File: src/design/rcht_pkg.sv
package rcht_pkg;

  localparam int SLOTS        = 16;
  localparam int DATA_WIDTH   = 32;
  localparam int COUNT_WIDTH  = 16;
  localparam int HANDLE_WIDTH = 5;
  localparam int IDX_WIDTH    = $clog2(SLOTS);

  typedef logic [1:0]              opcode_t;
  typedef logic [1:0]              status_t;
  typedef logic [HANDLE_WIDTH-1:0] handle_t;
  typedef logic [IDX_WIDTH-1:0]    idx_t;
  typedef logic [COUNT_WIDTH-1:0]  count_t;
  typedef logic [DATA_WIDTH-1:0]   data_t;

  localparam opcode_t OP_ALLOC = 2'd0;
  localparam opcode_t OP_REF   = 2'd1;
  localparam opcode_t OP_UNREF = 2'd2;

  localparam status_t ST_OK   = 2'd0;
  localparam status_t ST_FULL = 2'd1;
  localparam status_t ST_BAD  = 2'd2;
  localparam status_t ST_SAT  = 2'd3;

  localparam count_t COUNT_MAX = '1;

  typedef struct packed {
    opcode_t opcode;
    handle_t slot_handle;
    data_t   item_value;
  } in_item_t;

  typedef struct packed {
    handle_t result_handle;
    status_t status;
    count_t  ref_count;
    logic    slot_freed;
    data_t   slot_value;
  } out_item_t;

  typedef struct packed {
    logic set;
    logic clr;
    idx_t idx;
  } map_upd_t;

  typedef struct packed {
    logic found;
    idx_t idx;
  } map_free_t;

endpackage

File: src/design/refcounted_handle_table_core.sv
// A transaction accepted in the idle state reads the count and data memories; the execute
// state forms the result and registers its strobe. Busy is high for the cycle after accept,
// while the memories are read, modified and written back; no start is accepted then.
// Reset: synchronous, active low; clears the slot occupancy map, so every slot is free.
// The result strobe lasts one cycle and the receiver cannot stall.
module refcounted_handle_table_core (
  input  logic                clk,
  input  logic                rst_n,
  input  logic                start,
  output logic                busy,
  input  rcht_pkg::in_item_t  in_item,
  output logic                out_valid,
  output rcht_pkg::out_item_t out_item
);

  typedef enum logic {
    S_IDLE,
    S_EXEC
  } state_t;

  state_t                     state_r, state_nxt;
  rcht_pkg::opcode_t          op_r, op_nxt;
  rcht_pkg::handle_t          handle_r, handle_nxt;
  rcht_pkg::data_t            value_r, value_nxt;
  rcht_pkg::idx_t             idx_r, idx_nxt;
  logic                       full_r, full_nxt;
  logic                       bad_r, bad_nxt;
  logic                       out_valid_r, out_valid_nxt;
  rcht_pkg::out_item_t        out_r, out_nxt;

  logic [rcht_pkg::SLOTS-1:0] used;
  rcht_pkg::map_free_t        free_slot;
  rcht_pkg::map_upd_t         upd;

  logic                       accept;
  rcht_pkg::idx_t             rd_idx;
  rcht_pkg::count_t           cnt_rd;
  rcht_pkg::data_t            data_rd;
  logic                       cnt_we;
  rcht_pkg::count_t           cnt_wd;
  logic                       data_we;
  rcht_pkg::count_t           cnt_mod;
  rcht_pkg::handle_t          idx_handle;

  rcht_slot_map u_map (
    .clk       (clk),
    .rst_n     (rst_n),
    .upd       (upd),
    .used      (used),
    .free_slot (free_slot)
  );

  rcht_ram #(
    .WIDTH (rcht_pkg::COUNT_WIDTH),
    .DEPTH (rcht_pkg::SLOTS)
  ) u_count_ram (
    .clk     (clk),
    .wr_en   (cnt_we),
    .wr_addr (idx_r),
    .wr_data (cnt_wd),
    .rd_en   (accept),
    .rd_addr (rd_idx),
    .rd_data (cnt_rd)
  );

  rcht_ram #(
    .WIDTH (rcht_pkg::DATA_WIDTH),
    .DEPTH (rcht_pkg::SLOTS)
  ) u_data_ram (
    .clk     (clk),
    .wr_en   (data_we),
    .wr_addr (idx_r),
    .wr_data (value_r),
    .rd_en   (accept),
    .rd_addr (rd_idx),
    .rd_data (data_rd)
  );

  assign accept     = start && (state_r == S_IDLE);
  assign idx_handle = rcht_pkg::HANDLE_WIDTH'(idx_r) + rcht_pkg::HANDLE_WIDTH'(1);

  always_comb begin
    rd_idx = rcht_pkg::IDX_WIDTH'(in_item.slot_handle - rcht_pkg::HANDLE_WIDTH'(1));
    if (in_item.opcode == rcht_pkg::OP_ALLOC) begin
      rd_idx = free_slot.idx;
    end
  end

  always_comb begin
    state_nxt     = state_r;
    op_nxt        = op_r;
    handle_nxt    = handle_r;
    value_nxt     = value_r;
    idx_nxt       = idx_r;
    full_nxt      = full_r;
    bad_nxt       = bad_r;
    out_valid_nxt = 1'b0;
    out_nxt       = out_r;
    cnt_we        = 1'b0;
    cnt_wd        = '0;
    data_we       = 1'b0;
    cnt_mod       = '0;
    upd           = '0;

    case (state_r)
      S_IDLE: begin
        if (accept) begin
          state_nxt  = S_EXEC;
          op_nxt     = in_item.opcode;
          handle_nxt = in_item.slot_handle;
          value_nxt  = in_item.item_value;
          idx_nxt    = rd_idx;
          full_nxt   = !free_slot.found;
          bad_nxt    = (in_item.slot_handle == '0)
                    || (in_item.slot_handle >
                        rcht_pkg::HANDLE_WIDTH'(rcht_pkg::SLOTS))
                    || !used[rd_idx];
        end
      end
      S_EXEC: begin
        state_nxt     = S_IDLE;
        out_valid_nxt = 1'b1;
        out_nxt       = '0;
        case (op_r)
          rcht_pkg::OP_ALLOC: begin
            if (full_r) begin
              out_nxt.status = rcht_pkg::ST_FULL;
            end else begin
              cnt_we                = 1'b1;
              cnt_wd                = rcht_pkg::COUNT_WIDTH'(1);
              data_we               = 1'b1;
              upd.set               = 1'b1;
              upd.idx               = idx_r;
              out_nxt.result_handle = idx_handle;
              out_nxt.status        = rcht_pkg::ST_OK;
              out_nxt.ref_count     = rcht_pkg::COUNT_WIDTH'(1);
              out_nxt.slot_value    = value_r;
            end
          end
          rcht_pkg::OP_REF: begin
            out_nxt.result_handle = handle_r;
            if (bad_r) begin
              out_nxt.status = rcht_pkg::ST_BAD;
            end else if (cnt_rd == rcht_pkg::COUNT_MAX) begin
              out_nxt.status     = rcht_pkg::ST_SAT;
              out_nxt.ref_count  = cnt_rd;
              out_nxt.slot_value = data_rd;
            end else begin
              cnt_mod            = cnt_rd + rcht_pkg::COUNT_WIDTH'(1);
              cnt_we             = 1'b1;
              cnt_wd             = cnt_mod;
              out_nxt.status     = rcht_pkg::ST_OK;
              out_nxt.ref_count  = cnt_mod;
              out_nxt.slot_value = data_rd;
            end
          end
          rcht_pkg::OP_UNREF: begin
            out_nxt.result_handle = handle_r;
            if (bad_r) begin
              out_nxt.status = rcht_pkg::ST_BAD;
            end else begin
              cnt_mod            = cnt_rd - rcht_pkg::COUNT_WIDTH'(1);
              cnt_we             = 1'b1;
              cnt_wd             = cnt_mod;
              upd.clr            = (cnt_mod == '0);
              upd.idx            = idx_r;
              out_nxt.status     = rcht_pkg::ST_OK;
              out_nxt.ref_count  = cnt_mod;
              out_nxt.slot_freed = (cnt_mod == '0);
              out_nxt.slot_value = data_rd;
            end
          end
          default: begin
            out_nxt.status = rcht_pkg::ST_BAD;
          end
        endcase
      end
      default: begin
        state_nxt = S_IDLE;
      end
    endcase
  end

  always_ff @(posedge clk) begin
    if (!rst_n) begin
      state_r     <= S_IDLE;
      out_valid_r <= 1'b0;
    end else begin
      state_r     <= state_nxt;
      out_valid_r <= out_valid_nxt;
    end
    op_r     <= op_nxt;
    handle_r <= handle_nxt;
    value_r  <= value_nxt;
    idx_r    <= idx_nxt;
    full_r   <= full_nxt;
    bad_r    <= bad_nxt;
    out_r    <= out_nxt;
  end

  assign busy      = (state_r == S_EXEC);
  assign out_valid = out_valid_r;
  assign out_item  = out_r;

endmodule

File: src/design/rcht_ram.sv
module rcht_ram #(
  parameter int WIDTH = 32,
  parameter int DEPTH = 16
) (
  input  logic                     clk,
  input  logic                     wr_en,
  input  logic [$clog2(DEPTH)-1:0] wr_addr,
  input  logic [WIDTH-1:0]         wr_data,
  input  logic                     rd_en,
  input  logic [$clog2(DEPTH)-1:0] rd_addr,
  output logic [WIDTH-1:0]         rd_data
);

  logic [WIDTH-1:0] mem [DEPTH];
  logic [WIDTH-1:0] rd_data_r;

  always_ff @(posedge clk) begin
    if (wr_en) begin
      mem[wr_addr] <= wr_data;
    end
    if (rd_en) begin
      rd_data_r <= mem[rd_addr];
    end
  end

  assign rd_data = rd_data_r;

endmodule

File: src/design/rcht_slot_map.sv
module rcht_slot_map (
  input  logic                         clk,
  input  logic                         rst_n,
  input  rcht_pkg::map_upd_t           upd,
  output logic [rcht_pkg::SLOTS-1:0]   used,
  output rcht_pkg::map_free_t          free_slot
);

  logic [rcht_pkg::SLOTS-1:0] used_r;
  logic [rcht_pkg::SLOTS-1:0] used_nxt;

  always_comb begin
    used_nxt = used_r;
    if (upd.set) begin
      used_nxt[upd.idx] = 1'b1;
    end
    if (upd.clr) begin
      used_nxt[upd.idx] = 1'b0;
    end
  end

  always_ff @(posedge clk) begin
    if (!rst_n) begin
      used_r <= '0;
    end else begin
      used_r <= used_nxt;
    end
  end

  always_comb begin
    free_slot = '0;
    for (int i = rcht_pkg::SLOTS - 1; i >= 0; i--) begin
      if (!used_r[i]) begin
        free_slot.found = 1'b1;
        free_slot.idx   = rcht_pkg::IDX_WIDTH'(i);
      end
    end
  end

  assign used = used_r;

endmodule

File: config.mk
export PLATFORM = sky130hd
export DESIGN_NAME = refcounted_handle_table_core
export DESIGN_NICKNAME = d
export VERILOG_FILES = /design/src/design/rcht_pkg.sv /design/src/design/refcounted_handle_table_core.sv /design/src/design/rcht_ram.sv /design/src/design/rcht_slot_map.sv
export SDC_FILE = /design/constraint.sdc
export NUM_CORES = 1
export LEC_CHECK = 0
export BUFFER_PORTS_ARGS = -buffer_cell sky130_fd_sc_hd__buf_4
export CAP_MARGIN = 10
export CORE_AREA = 2 2 234 409
export CTS_CLUSTER_DIAMETER = 100
export DETAILED_ROUTE_END_ITERATION = 8
export DIE_AREA = 0 0 236 411
export PLACE_DENSITY = 0.58
export SETUP_SLACK_MARGIN = 0.15
export SYNTH_ARGS = -nofsm -noshare
export SYNTH_HDL_FRONTEND = slang
export SYNTH_SLANG_ARGS = --single-unit
File: constraint.sdc
create_clock -name clk -period 7.1 [get_ports clk]
set_clock_uncertainty 0.2 [all_clocks]
set_input_delay 0.71 -clock clk [delete_from_list [all_inputs] [get_ports clk]]
set_output_delay 0.71 -clock clk [all_outputs]
set_load 0.01 [all_outputs]
==> Yosys cells after proc, flatten, opt, wreduce, memory -nomap -nowiden <==
Memory sizes are Yosys's and may differ from the RTL's. A register that Yosys moved wholly into a read port is not among the register bits.
Index checks and enable logic that the tools add are counted.
W data, S select, Z words.
{ "totals": {"reg_bits": 119, "ram_bits": 768, "input_bits": 42, "output_inout_bits": 58, "elab_cells": 107, "memories": 2} }
{ "op_classes": {"add_sub_neg": 4, "magnitude_cmp": 4, "n_eq_ne": 3, "mux": 62, "bitwise": 5, "n_reduce_logical": 13} }
{ "mem_list": {"columns": ["memory", "words", "word_bits", "rd", "rd_clocked_by_memory_dff", "wr", "line", "rtl"], "rows": [
  ["u_data_ram.mem", 16, 32, 1, 1, 1, "rcht_ram.sv:14", "logic [WIDTH-1:0] mem [DEPTH];"],
  ["u_count_ram.mem", 16, 16, 1, 1, 1, "rcht_ram.sv:14", null]
]} }
{ "op_table": {"columns": ["op", "n"], "rows": [
  ["$mux W16", 7],
  ["$pmux W16 S3", 2],
  ["$pmux W32 S3", 1],
  ["$mux W5", 18],
  ["$mux W32", 2],
  ["$mux W49", 1],
  ["$mux W1", 18],
  ["$mux W18", 1],
  ["$add A16 B1 Y16 const B", 1],
  ["$and A16 B16 Y16", 1],
  ["$eq A16 B16 Y1 const B", 1],
  ["$logic_not A16 Y1", 1],
  ["$not A16 Y16", 1],
  ["$or A16 B16 Y16", 1],
  ["$sub A16 B1 Y16 const B", 1],
  ["$lt A4 B5 Y1 const B", 2],
  ["$pmux W5 S2", 1],
  ["$mux W4", 2],
  ["$pmux W4 S2", 1],
  ["$mux W6", 1],
  ["$pmux W2 S3", 1],
  ["$add A4 B1 Y5 const B", 1],
  ["$gt A5 B5 Y1 const B", 1],
  ["$logic_not A5 Y1", 1],
  ["other kinds (16)", 23]
]} }

==> Depth between registers and ports, before layout <==
Gate-level depths: netlist (run 1).
{ "depth": {"word_depth": 21, "depth_mapped": 11, "mapped_depth_nobuf": 9} }

==> Hierarchy <==
From an unflattened synthesis (run 1), not the netlist that was laid out.
{ "unflattened": {"cells_unflattened": 1881, "area_unflattened_um2": 36670.2} }
{ "modules_own_cells": {"columns": ["mod", "n_inst", "cells_each", "area_each_um2", "seq_area_each_um2"], "rows": [
  ["rcht_ram (u_data_ram)", 1, 838, 20155.6, 16335.7],
  ["rcht_ram (u_count_ram)", 1, 432, 10202.3, 8167.8],
  ["refcounted_handle_table_core", 1, 496, 5486.5, 3072.9],
  ["rcht_slot_map", 1, 115, 825.8, 320.3]
]} }

==> Worst setup path after synthesis (run 1) <==
Ideal clock, no wire load.
{ "synth_path": {"path_kind": "register to register", "startpoint": "register state_r, in the netlist busy", "endpoint": "register bad_r (enable)", "setup_ns": 0.555, "t_arrival_ns": 5.452, "required_time_ns": 6.345, "slack_ns": 0.893, "stages_incl_launch_ff": 3, "n_path_buf": 1, "period_less_slack_ns": 6.207, "cell_sequence": "dfxtp_1 > clkbuf_1 > nor2b_1"} }
{ "synth_between": {"elab_chain_cells": 3} }
{ "synth_lines": {"columns": ["item", "line", "rtl"], "rows": [
  ["start, declared", "refcounted_handle_table_core.sv:21", "state_t state_r, state_nxt;"],
  ["start signal, assigned", "refcounted_handle_table_core.sv:189", "state_r <= state_nxt;"],
  ["$not A1 Y1 (no source line)", null, null],
  ["$logic_and A1 B1 Y1", "refcounted_handle_table_core.sv:79", "assign accept = start && (state_r == S_IDLE);"],
  ["named net accept", "refcounted_handle_table_core.sv:35", "logic accept;"],
  ["$reduce_and A2 Y1 (no source line)", null, null],
  ["end signal, assigned", "refcounted_handle_table_core.sv:197", "bad_r <= bad_nxt;"],
  ["end, declared", "refcounted_handle_table_core.sv:27", "logic bad_r, bad_nxt;"]
]} }
The timed path passes the listed nets, and every way through them passes these cells.
A chain may end at the register's enable or synchronous reset.

==> Worst setup path after layout (run 1) <==
{ "layout_path": {"startpoint": "register u_map.used_r (netlist bit u_map.used[8])", "endpoint": "register u_count_ram.rd_data_r[6], in the netlist u_count_ram.rd_data[6], read port of u_count_ram.mem, data pin"} }
{ "layout_between": {"elab_chain_cells": 10} }
{ "layout_lines": {"columns": ["item", "line", "rtl"], "rows": [
  ["start, declared", "rcht_slot_map.sv:9", "logic [rcht_pkg::SLOTS-1:0] used_r;"],
  ["start signal, assigned", "rcht_slot_map.sv:26", "used_r <= used_nxt;"],
  ["$mux W5 (9 in a row)", "rcht_slot_map.sv:33", "if (!used_r[i]) begin"],
  ["$mux W4", "refcounted_handle_table_core.sv:84", "if (in_item.opcode == rcht_pkg::OP_ALLOC) begin"],
  ["end, declared", "rcht_ram.sv:15", "logic [WIDTH-1:0] rd_data_r;"]
]} }
No other way between the ends.

==> flow_metrics.env, run 1 <==
export IMPL_p_int_w=0.009179
export IMPL_p_sw_w=0.002680
export IMPL_floorplan_rows=149
export IMPL_arrival_ns=5.22
export IMPL_wl_per_cell_um=27.30
export IMPL_antenna_found_initial=0
export IMPL_die_w_um=236
export IMPL_ys_flop_type="edfxtp_1"
export IMPL_yosysSeqAreaShare=0.7512
export IMPL_ys_types=68
export IMPL_gr_total_overflow=0
export IMPL_first_global_vias=21480
export IMPL_drt_pass1_iterations=7
export IMPL_area_growth_pct=14.88
export IMPL_peakVddDrop_v=0.0001765
export IMPL_p_leak_nw=13.97
export IMPL_htree_num_levels=3
export IMPL_antenna_left=0
export IMPL_holdPathEnd="value_r[26]$_DFFE_PP_"
export IMPL_place_ws_ns=2.118
export IMPL_maxSlewHeadroom=0.1928
export IMPL_setup_tns_final_ns=0
export IMPL_comb_power_share=0.069
export IMPL_grt_max_degree=107
export IMPL_maxSlewViolCount=0
export IMPL_swShare=0.2260
export IMPL_drc=0
export IMPL_ys_ff_latch=935
export IMPL_coreArea_um2=93770
export IMPL_dp_hpwl_um=52800
export IMPL_synth_area_leader_cell="edfxtp_1"
export IMPL_min_period_over_period=0.7080
export IMPL_drv_cap=0
export IMPL_worstMarginPinSlew_ns=1.206
export IMPL_reg2reg_depth=9
export IMPL_die_area_um2=97000
export IMPL_clock_latency_ns=0.68
export IMPL_cts_resized=0
export IMPL_pwr_share_seq=0.526
export IMPL_io_buffers=99
export IMPL_start_kind="flip-flop"
export IMPL_wl_um=97360
export IMPL_synth_top_cells_by_area="edfxtp_1 74%, mux4_2 5.3%, a211oi_1 4.2%"
export IMPL_synth_edf_count=917
export IMPL_cp_cell_sequence="and2_1 -> o211ai_1 -> o21ai_4 -> nand2_4 -> inv_8 -> buf_4 -> mux4_2 -> a22oi_1 -> nand2_1"
export IMPL_p_per_area_nw_per_um2=278.0
export IMPL_initial_core_util=0.3960
export IMPL_yosysWarnings=0
export IMPL_syn_nets=2214
export IMPL_crit_slowest_cell="inv_8"
export IMPL_hold_depth=1
export IMPL_cp_required_ns=7.30
export IMPL_vias_per_cell=5.877
export IMPL_endpoint_kind="flip-flop"
export IMPL_synth_common_cells="917 x edfxtp_1, 209 x a211oi_1, 136 x nor2_1, 107 x and3_1, 106 x mux2i_1"
export IMPL_hp_start="in_item[26]"
export IMPL_vias=20960
export IMPL_drtIter0Drc=2145
export IMPL_io_pins=100
export IMPL_async_flop_share=0
export IMPL_fmax_mhz=198.9
export IMPL_rrSetupSlack_ns=2.07
export IMPL_drive_gt1_frac=0.1841
export IMPL_crit_path_max_fanout=80
export IMPL_gp_congestion=0.8932
export IMPL_worst_slack_ns=2.073
export IMPL_netlist_instances=2159
export IMPL_clock_sinks=935
export IMPL_grt_pass1_wl_um=142700
export IMPL_setup_viol=0
export IMPL_critPathMaxStageDelay_ns=0.87
export IMPL_finalCriticalPeriod_ns=5.027
export IMPL_syn_avg_cell_area_um2=17.20
export IMPL_path_class="flip-flop to flip-flop"
export IMPL_die_h_um=411
export IMPL_cts_tree="yes"
export IMPL_clock_path_buffers=3
export IMPL_rsz0062_at_grt="false"
export IMPL_outcome="finished clean"
export IMPL_finalHoldViolCount=0
export IMPL_p_total_w=0.01186
export IMPL_clkTransAtPathRegs_ns=0.07
export IMPL_yosysMostFrequentCell="edfxtp_1"
export IMPL_hp_class="input port to flip-flop"
export IMPL_cts_made_buffers=87
export IMPL_timing_rr_end="u_count_ram.rd_data[6]$_DFFE_PP_"
export IMPL_synth_top_area_frac=0.7415
export IMPL_grtUsageTotal=0.1999
export IMPL_cts_root_buf="clkbuf_16"
export IMPL_nets=2343
export IMPL_clkPwrFrac=0.404
export IMPL_synth_area_um2=37140
export IMPL_reg2reg_from="u_map.used[8]$_SDFF_PN0_"
-- sequential cells by signal (all words and copies together) (netlist names) --
| name | count |
|---|---|
| u_map.used | 16 |
| full_r | 1 |
| out_item | 56 |
| u_count_ram.rd_data | 16 |
| bad_r | 1 |
| op_r | 2 |
| idx_r | 4 |
| out_valid | 1 |
| u_data_ram.mem | 512 |
| busy | 1 |
| value_r | 32 |
| u_count_ram.mem | 256 |
| handle_r | 5 |
| u_data_ram.rd_data | 32 |
-- critical path, delay by kind of cell (launching register included) --
kind                   cells  cell delay (ns)
multiplexers               1             0.54
AO/OA/AOI/OAI              3             1.22
buffers and inverters      2             1.35
AND/OR/NAND/NOR            3             0.88
flip-flops                 1             0.44
-- per-layer routing --
metal | global-route usage | share of wire | up-vias
li1 | - | - | 9019
met1 | 0.2418 | 0.39 | 11010
met2 | 0.3625 | 0.53 | 764
met3 | 0.02931 | 0.051 | 166
met4 | 0.07061 | 0.030 | 0
met5 | 0 | 0 | -
-- what timing repair did --
item                                    4_1_cts  5_1_grt
endpoints found under the hold margin        30        0
hold buffers                                 30        0
endpoints found under the setup margin        0        0
buffers inserted                              0        0
-- per-stage QoR --
stage	utilization	hold WS (ns)	instances	instance area (um^2)
global route	0.4550	0.01789	3565	42660
floorplan	-	0.3227	2159	37140
finish	0.4550	0.05740	3566	42670
detailed placement	0.4210	0.3583	3376	39480
global placement	0.4210	0.3541	3376	39480
CTS	0.4549	0.01254	3564	42660
-- how the worst max path moves through the flow --
stage                             startpoint                          endpoint  slack, ns  cells past startpoint
finish              u_map.used[8]$_SDFF_PN0_  u_count_ram.rd_data[6]$_DFFE_PP_       2.07                      9
global placement    u_map.used[8]$_SDFF_PN0_  u_count_ram.rd_data[3]$_DFFE_PP_       2.23                      9
global route        u_map.used[8]$_SDFF_PN0_  u_count_ram.rd_data[6]$_DFFE_PP_       1.78                      9
detailed placement  u_map.used[8]$_SDFF_PN0_  u_data_ram.rd_data[24]$_DFFE_PP_       2.12                      9
floorplan                    busy$_SDFF_PP0_                   bad_r$_DFFE_PP_       0.89                      2
CTS                 u_map.used[8]$_SDFF_PN0_  u_count_ram.rd_data[6]$_DFFE_PP_       2.11                      9
-- logic make-up after synthesis --
logic type      after synthesis  synth area share
flops                       935            0.7512
simple gates                420           0.05832
compound gates              412           0.08055
mux                         195           0.08224
buf+inv                     163           0.01839
xor+xnor                     21          0.004953
fa+ha+maj                    13          0.004380
-- cells in the final DEF, fill, tap and decap left out, types with 4 or more instances in the layout --
cell type	synthesis	layout
edfxtp_1	917	917
a211oi_1	209	209
buf_4	3	152
and3_1	107	107
mux2i_1	106	106
nor2_1	136	100
clkbuf_16	0	89
mux4_2	88	88
a22oi_1	84	84
nand2_1	71	65
o21ai_0	32	32
a21oi_1	30	30
dlygate4sd3_1	0	30
or4_1	26	26
nor2_4	0	24
clkinv_1	1	17
clkinv_2	0	17
clkbuf_1	97	17
dfxtp_1	18	17
inv_1	17	16
nor3_1	14	14
xnor2_1	12	12
nor2_2	0	12
ha_1	13	12
nand3_1	11	11
a41oi_1	11	11
bufinv_16	0	11
xor2_1	9	9
nand4_1	8	8
nand2b_1	8	8
a31oi_1	7	7
nor2b_1	8	6
and2_1	6	6
nand2_2	0	5
o22ai_1	4	4
or2_2	4	4
o21a_1	4	4
-- power groups by stage --
stage	registers (W)	logic, W	clock network, W
after floorplan	0.00632	0.000548	0
after global placement	0.00636	0.000805	0
after detailed placement	0.00636	0.000815	0
after CTS	0.00624	0.000831	0.00489
after global routing	0.00625	0.000888	0.00509
final	0.00624	0.000824	0.00479
-- layout make-up --
type                    count  area, um^2
well taps                1208        1511
fillers                  8021       51110
diodes                      1       2.502
inverters                  20       88.84
flip-flops and latches    935       27900
clock inverters            52       589.3
clock buffers             106        2291
repair buffers            183        1461
multi-input cells        1061        8821
Power figures use the tool's default switching activity.
==> run 2: changes to the inputs <==
==> constraint.sdc (replaced) <==
create_clock -name clk -period 4.8 [get_ports clk]
set_clock_uncertainty 0.2 [all_clocks]
set_input_delay 0.48 -clock clk [delete_from_list [all_inputs] [get_ports clk]]
set_output_delay 0.48 -clock clk [all_outputs]
set_load 0.01 [all_outputs]
==> run 2 against run 1 <==
Against the previous run:
- via count shrank 0.84%
- final cell count up 1.1%
- setup slack worse by 1.1 ns
- sequential share of layout area is 0.67 points lower
- non-clock buffer count is 40 higher
- clock power up 44%
- register-to-register slack worse by 1.1 ns
- flip-flop and latch count unchanged
==> flow_metrics.env, run 2 (synthesis gave the netlist of run 1 again) <==
export IMPL_antenna_left=0
export IMPL_drc=0
export IMPL_gp_congestion=0.8553
export IMPL_rsz0062_at_grt="false"
export IMPL_floorplan_rows=149
export IMPL_fillCellCount=7957
export IMPL_clkTransAtPathRegs_ns=0.06
export IMPL_holdPathEnd="value_r[18]$_DFFE_PP_"
export IMPL_first_global_vias=21380
export IMPL_clock_sinks=935
export IMPL_die_area_um2=97000
export IMPL_io_buffers=99
export IMPL_io_pins=100
export IMPL_p_sw_w=0.004009
export IMPL_drv_cap=0
export IMPL_dp_hpwl_um=56330
export IMPL_htree_num_levels=3
export IMPL_layout_cells_non_filler=3607
export IMPL_fmax_mhz=262.2
export IMPL_gr_total_overflow=0
export IMPL_start_kind="flip-flop"
export IMPL_reg2reg_from="u_count_ram.rd_data[0]$_DFFE_PP_"
export IMPL_peakVddDrop_v=0.0002642
export IMPL_p_int_w=0.01337
export IMPL_cts_tree="yes"
export IMPL_cts_hold_fix_buffers=40
export IMPL_cp_required_ns=4.93
export IMPL_clock_path_buffers=3
export IMPL_drt_pass1_iterations=6
export IMPL_min_period_over_period=0.7944
export IMPL_hold_depth=2
export IMPL_clock_latency_ns=0.69
export IMPL_coreArea_um2=93770
export IMPL_clkPwrFrac=0.396
export IMPL_area_growth_pct=16.07
export IMPL_setup_tns_final_ns=0
export IMPL_antenna_cells=0
export IMPL_grt_pass1_wl_um=144200
export IMPL_setup_viol=0
export IMPL_maxSlewViolCount=0
export IMPL_crit_path_max_fanout=16
export IMPL_final_cell_mix="917 x edfxtp_1, 209 x a211oi_1, 163 x buf_4"
export IMPL_cts_resized=0
export IMPL_endpoint_kind="flip-flop"
export IMPL_hp_start="in_item[18]"
export IMPL_comb_power_share=0.073
export IMPL_wl_per_cell_um=27.30
export IMPL_grt_max_degree=108
export IMPL_antenna_found_initial=0
export IMPL_initial_core_util=0.3960
export IMPL_grtUsageTotal=0.2022
export IMPL_hp_class="input port to flip-flop"
export IMPL_wl_um=98460
export IMPL_largest_reg_flops=512
export IMPL_cts_made_buffers=87
export IMPL_drive_gt1_frac=0.1926
export IMPL_finalCriticalPeriod_ns=3.813
export IMPL_maxSlewHeadroom=0.1577
export IMPL_swShare=0.2306
export IMPL_post_cts_buffers=0
export IMPL_vias=20780
export IMPL_vias_per_cell=5.761
export IMPL_top_register="u_data_ram.mem"
export IMPL_reg2reg_depth=6
export IMPL_pwr_share_seq=0.531
export IMPL_p_per_area_nw_per_um2=403.3
export IMPL_place_inst=3407
export IMPL_p_leak_nw=14.16
export IMPL_die_w_um=236
export IMPL_finalHoldViolCount=0
export IMPL_path_class="flip-flop to flip-flop"
export IMPL_worstMarginPinSlew_ns=1.263
export IMPL_nets=2383
export IMPL_drtIter0Drc=2047
export IMPL_arrival_ns=3.95
export IMPL_die_h_um=411
export IMPL_cts_root_buf="clkbuf_16"
export IMPL_rrSetupSlack_ns=0.99
export IMPL_outcome="finished clean"
export IMPL_timing_rr_end="u_count_ram.mem[2][4]$_DFFE_PP_"
export IMPL_layout_commonest_cell="edfxtp_1"
[run 2: cell count changes in the layout (fill, tap and decap cells not counted), moves of 4 or more]
cell,change
buf_12,+19
buf_4,+11
bufinv_16,-4
clkinvlp_4,+7
dlygate4sd3_1,+10
nand2_1,+4
nand2_2,-4
nor2_2,+6
nor2_4,-6
[run 2: per-stage QoR]
| step | total power, W | instance area (um^2) | setup WS (ns) | utilization | hold WS [ns] |
|---|---|---|---|---|---|
| after floorplan | 0.01016 | 37140 | 0.3785 | - | 0.3227 |
| after global placement | 0.01065 | 39910 | 0.9270 | 0.4256 | 0.3534 |
| after detailed placement | 0.01066 | 39910 | 0.9111 | 0.4256 | 0.3677 |
| after CTS | 0.01755 | 43110 | 1.059 | 0.4597 | 0.2631 |
| after global routing | 0.01793 | 43110 | 0.7302 | 0.4597 | 0.2962 |
| final | 0.01738 | 43110 | 0.9868 | 0.4597 | 0.3136 |
[run 2: final cells by class]
type / count / area [um^2] / share of cell area
flip-flops and latches: 935 / 27900 / 0.6473
well taps: 1208 / 1511 / 0.03506
clock buffers: 106 / 2270 / 0.05265
repair buffers: 223 / 2024 / 0.04697
multi-input cells: 1061 / 8781 / 0.2037
clock inverters: 54 / 529.3 / 0.01228
inverters: 20 / 88.84 / 0.002061
[run 2: how the worst max path moves through the flow]
stage	from	to	slack, ns	depth (start not counted)
after floorplan	busy$_SDFF_PP0_	bad_r$_DFFE_PP_	0.38	2
after global placement	in_item[38]	u_data_ram.rd_data[8]$_DFFE_PP_	0.93	9
after detailed placement	in_item[38]	u_data_ram.rd_data[17]$_DFFE_PP_	0.91	9
after CTS	u_count_ram.rd_data[2]$_DFFE_PP_	u_count_ram.mem[15][9]$_DFFE_PP_	1.06	7
after global routing	u_count_ram.rd_data[0]$_DFFE_PP_	u_count_ram.mem[2][4]$_DFFE_PP_	0.73	6
final	u_count_ram.rd_data[0]$_DFFE_PP_	u_count_ram.mem[2][4]$_DFFE_PP_	0.99	6
[run 2: critical path, cell delays in order (launching register included)]
cell and delay [ns]:
edfxtp_1 0.51, ha_1 0.30, and4_1 0.25, and4_1 0.19
a31oi_1 0.75, a22oi_1 0.39, nor2_1 0.87
[run 2: power by group through the flow]
stage | clock network [W] | logic (W) | registers [W]
after floorplan | 0 | 0.000810 | 0.00935
after global placement | 0 | 0.00124 | 0.00941
after detailed placement | 0 | 0.00125 | 0.00941
after CTS | 0.00704 | 0.00128 | 0.00924
after global routing | 0.00732 | 0.00136 | 0.00925
final | 0.00688 | 0.00126 | 0.00924
[run 2: metal layers]
| metal | vias to the layer above | part of all wire | routed length (um) | global-route usage |
|---|---|---|---|---|
| met3 | 178 | 0.050 | 4972 | 0.02972 |
| met5 | - | 0 | 0 | 0 |
| li1 | 9101 | - | - | - |
| met1 | 10770 | 0.38 | 37890 | 0.2392 |
| met4 | 0 | 0.032 | 3119 | 0.07808 |
| met2 | 737 | 0.53 | 52470 | 0.3697 |
==> run 3: changes to the inputs <==
--- a/config.mk
+++ b/config.mk
@@ -11,7 +11,7 @@
 export CTS_CLUSTER_DIAMETER = 100
 export DETAILED_ROUTE_END_ITERATION = 8
 export DIE_AREA = 0 0 236 411
-export PLACE_DENSITY = 0.58
+export PLACE_DENSITY = 0.6
 export SETUP_SLACK_MARGIN = 0.15
 export SYNTH_ARGS = -nofsm -noshare
 export SYNTH_HDL_FRONTEND = slang
==> constraint.sdc (replaced) <==
create_clock -name clk -period 3.2 [get_ports clk]
set_clock_uncertainty 0.2 [all_clocks]
set_input_delay 0.32 -clock clk [delete_from_list [all_inputs] [get_ports clk]]
set_output_delay 0.32 -clock clk [all_outputs]
set_load 0.01 [all_outputs]
==> run 3 against run 2 <==
Against the previous run:
- die area is the same
- global-route usage up 0.40 points
- sequential power grew 49%
- total power grew 53%
- routed wire length increased by 2.6%
- critical path depth up 4
- maximum frequency rose by 24%
==> flow_metrics.env, run 3 (synthesis gave the netlist of run 1 again) <==
export IMPL_wl_um=101000
export IMPL_critPathMaxStageDelay_ns=0.45
export IMPL_first_global_vias=21910
export IMPL_hold_depth=3
export IMPL_worst_slack_ns=0.1245
export IMPL_grtUsageTotal=0.2063
export IMPL_clock_latency_ns=0.68
export IMPL_crit_family="simple AND/OR/NAND/NOR gates"
export IMPL_hp_start="start"
export IMPL_post_dp_cell_area_um2=41290
export IMPL_antenna_found_initial=0
export IMPL_worstMarginPinSlew_ns=1.062
export IMPL_gr_total_overflow=0
export IMPL_antenna_cells=0
export IMPL_vias_per_cell=5.773
export IMPL_fmax_mhz=325.1
export IMPL_start_kind="flip-flop"
export IMPL_endpoint_kind="flip-flop"
export IMPL_grt_max_degree=87
export IMPL_cts_tree="yes"
export IMPL_grt_pass1_wl_um=146600
export IMPL_drt_pass1_iterations=5
export IMPL_die_w_um=236
export IMPL_crit_path_max_fanout=17
export IMPL_finish_utilization=0.4822
export IMPL_dr_wl_met3_um=5705
export IMPL_gp_congestion=0.9056
export IMPL_final_cell_mix="917 x edfxtp_1, 240 x buf_4, 201 x a211oi_1"
export IMPL_design_area_um2=45220
export IMPL_cp_cell_sequence="buf_6 -> or3_4 -> or3_4 -> buf_6 -> or4_4 -> buf_4 -> a31oi_1 -> nor3_4 -> buf_12 -> a41oi_1"
export IMPL_top_register="u_data_ram.mem"
export IMPL_drv_cap=0
export IMPL_p_leak_nw=15.16
export IMPL_io_pins=100
export IMPL_die_area_um2=97000
export IMPL_outcome="finished clean"
export IMPL_timing_rr_end="u_map.used[10]$_SDFF_PN0_"
export IMPL_arrival_ns=3.45
export IMPL_finalCriticalPeriod_ns=3.076
export IMPL_reg2reg_from="u_count_ram.rd_data[8]$_DFFE_PP_"
export IMPL_hp_class="input port to flip-flop"
export IMPL_layout_commonest_cell="edfxtp_1"
export IMPL_crit_slowest_cell="or4_4"
export IMPL_largest_reg_flops=512
export IMPL_cp_required_ns=3.57
export IMPL_peakVddDrop_v=0.0003889
export IMPL_wl_per_cell_um=26.96
export IMPL_clock_sinks=935
export IMPL_vias=21640
export IMPL_initial_core_util=0.3960
export IMPL_die_h_um=411
export IMPL_coreArea_um2=93770
export IMPL_setup_tns_final_ns=0
export IMPL_min_period_over_period=0.9611
export IMPL_reg2reg_depth=10
export IMPL_cts_made_buffers=83
export IMPL_finalHoldViolCount=0
export IMPL_rsz0062_at_grt="true"
export IMPL_highest_layer="met4"
export IMPL_clock_path_buffers=3
export IMPL_holdPathEnd="u_count_ram.rd_data[7]$_DFFE_PP_"
export IMPL_drtIter0Drc=2154
export IMPL_nets=2525
export IMPL_p_total_w=0.02654
export IMPL_maxSlewViolCount=0
export IMPL_setup_viol=0
export IMPL_drive_gt1_frac=0.2551
export IMPL_maxSlewHeadroom=0.2920
export IMPL_drc=0
export IMPL_place_ws_ns=-0.2531
export IMPL_crit_buf_inv=4
export IMPL_clkTransAtPathRegs_ns=0.07
export IMPL_rrSetupSlack_ns=0.12
export IMPL_dp_hpwl_um=58820
export IMPL_wl_met2_um=53240
export IMPL_area_growth_pct=21.76
export IMPL_antenna_left=0
export IMPL_p_per_area_nw_per_um2=587.0
export IMPL_floorplan_rows=149
export IMPL_cts_root_buf="clkbuf_16"
export IMPL_path_class="flip-flop to flip-flop"
export IMPL_io_buffers=99
export IMPL_htree_num_levels=3
export IMPL_drt_met1_wl_um=37560
[run 3: through the flow]
stage | std cells | hold WS, ns
floorplan | 2159 | 0.2189
global placement | 3512 | 0.2982
detailed placement | 3512 | 0.2993
CTS | 3730 | 0.1132
global route | 3748 | 0.1368
finish | 3748 | 0.1226
[run 3: how the worst max path moves through the flow]
stage                                     startpoint                                end  cells past startpoint  slack, ns
global placement    u_count_ram.rd_data[8]$_DFFE_PP_   u_count_ram.mem[3][11]$_DFFE_PP_                      7      -0.19
detailed placement  u_count_ram.rd_data[8]$_DFFE_PP_  u_count_ram.mem[10][11]$_DFFE_PP_                      7      -0.25
global route        u_count_ram.rd_data[8]$_DFFE_PP_          u_map.used[12]$_SDFF_PN0_                     11       0.07
CTS                 u_count_ram.rd_data[8]$_DFFE_PP_  u_count_ram.mem[14][15]$_DFFE_PP_                     11       0.08
finish              u_count_ram.rd_data[8]$_DFFE_PP_          u_map.used[10]$_SDFF_PN0_                     10       0.12
floorplan                            busy$_SDFF_PP0_     u_data_ram.mem[0][0]$_DFFE_PP_                      4       0.02
[run 3: cell type report]
cell class	count	area, um^2
timing repair buffer	367	3908
inverter	20	93.84
clock buffer	94	2140
multi-input combinational	1063	8959
fill	7844	48560
clock inverter	61	689.4
tap	1208	1511
sequential	935	27920
[run 3: timing repair]
item                       in CTS  in global routing
gates cloned                    3                  4
setup endpoints to repair     494                206
pin swaps                      11                  8
hold endpoints to repair       57                  0
buffers inserted               20                 14
hold buffers                   40                  0
gates resized for setup        29                 43
[run 3: where the power goes]
group / internal [W] / total [W] / switching (W)
logic: 0.00106 / 0.00234 / 0.00129
clock network: 0.00579 / 0.0104 / 0.00461
registers: 0.0136 / 0.0138 / 0.000183
total: 0.0205 / 0.0265 / 0.00608
[run 3: worst register-to-register path: stages, from the launching register on]
cell	delay [ns]
edfxtp_1	0.38
buf_6	0.16
or3_4	0.39
or3_4	0.35
buf_6	0.13
or4_4	0.45
buf_4	0.17
a31oi_1	0.31
nor3_4	0.07
buf_12	0.16
a41oi_1	0.23
[run 3: layer usage]
layer,vias to the layer above,GRT usage
met5,-,0
met4,0,0.09411
met3,235,0.02965
met2,874,0.3724
met1,11140,0.2427
li1,9387,-
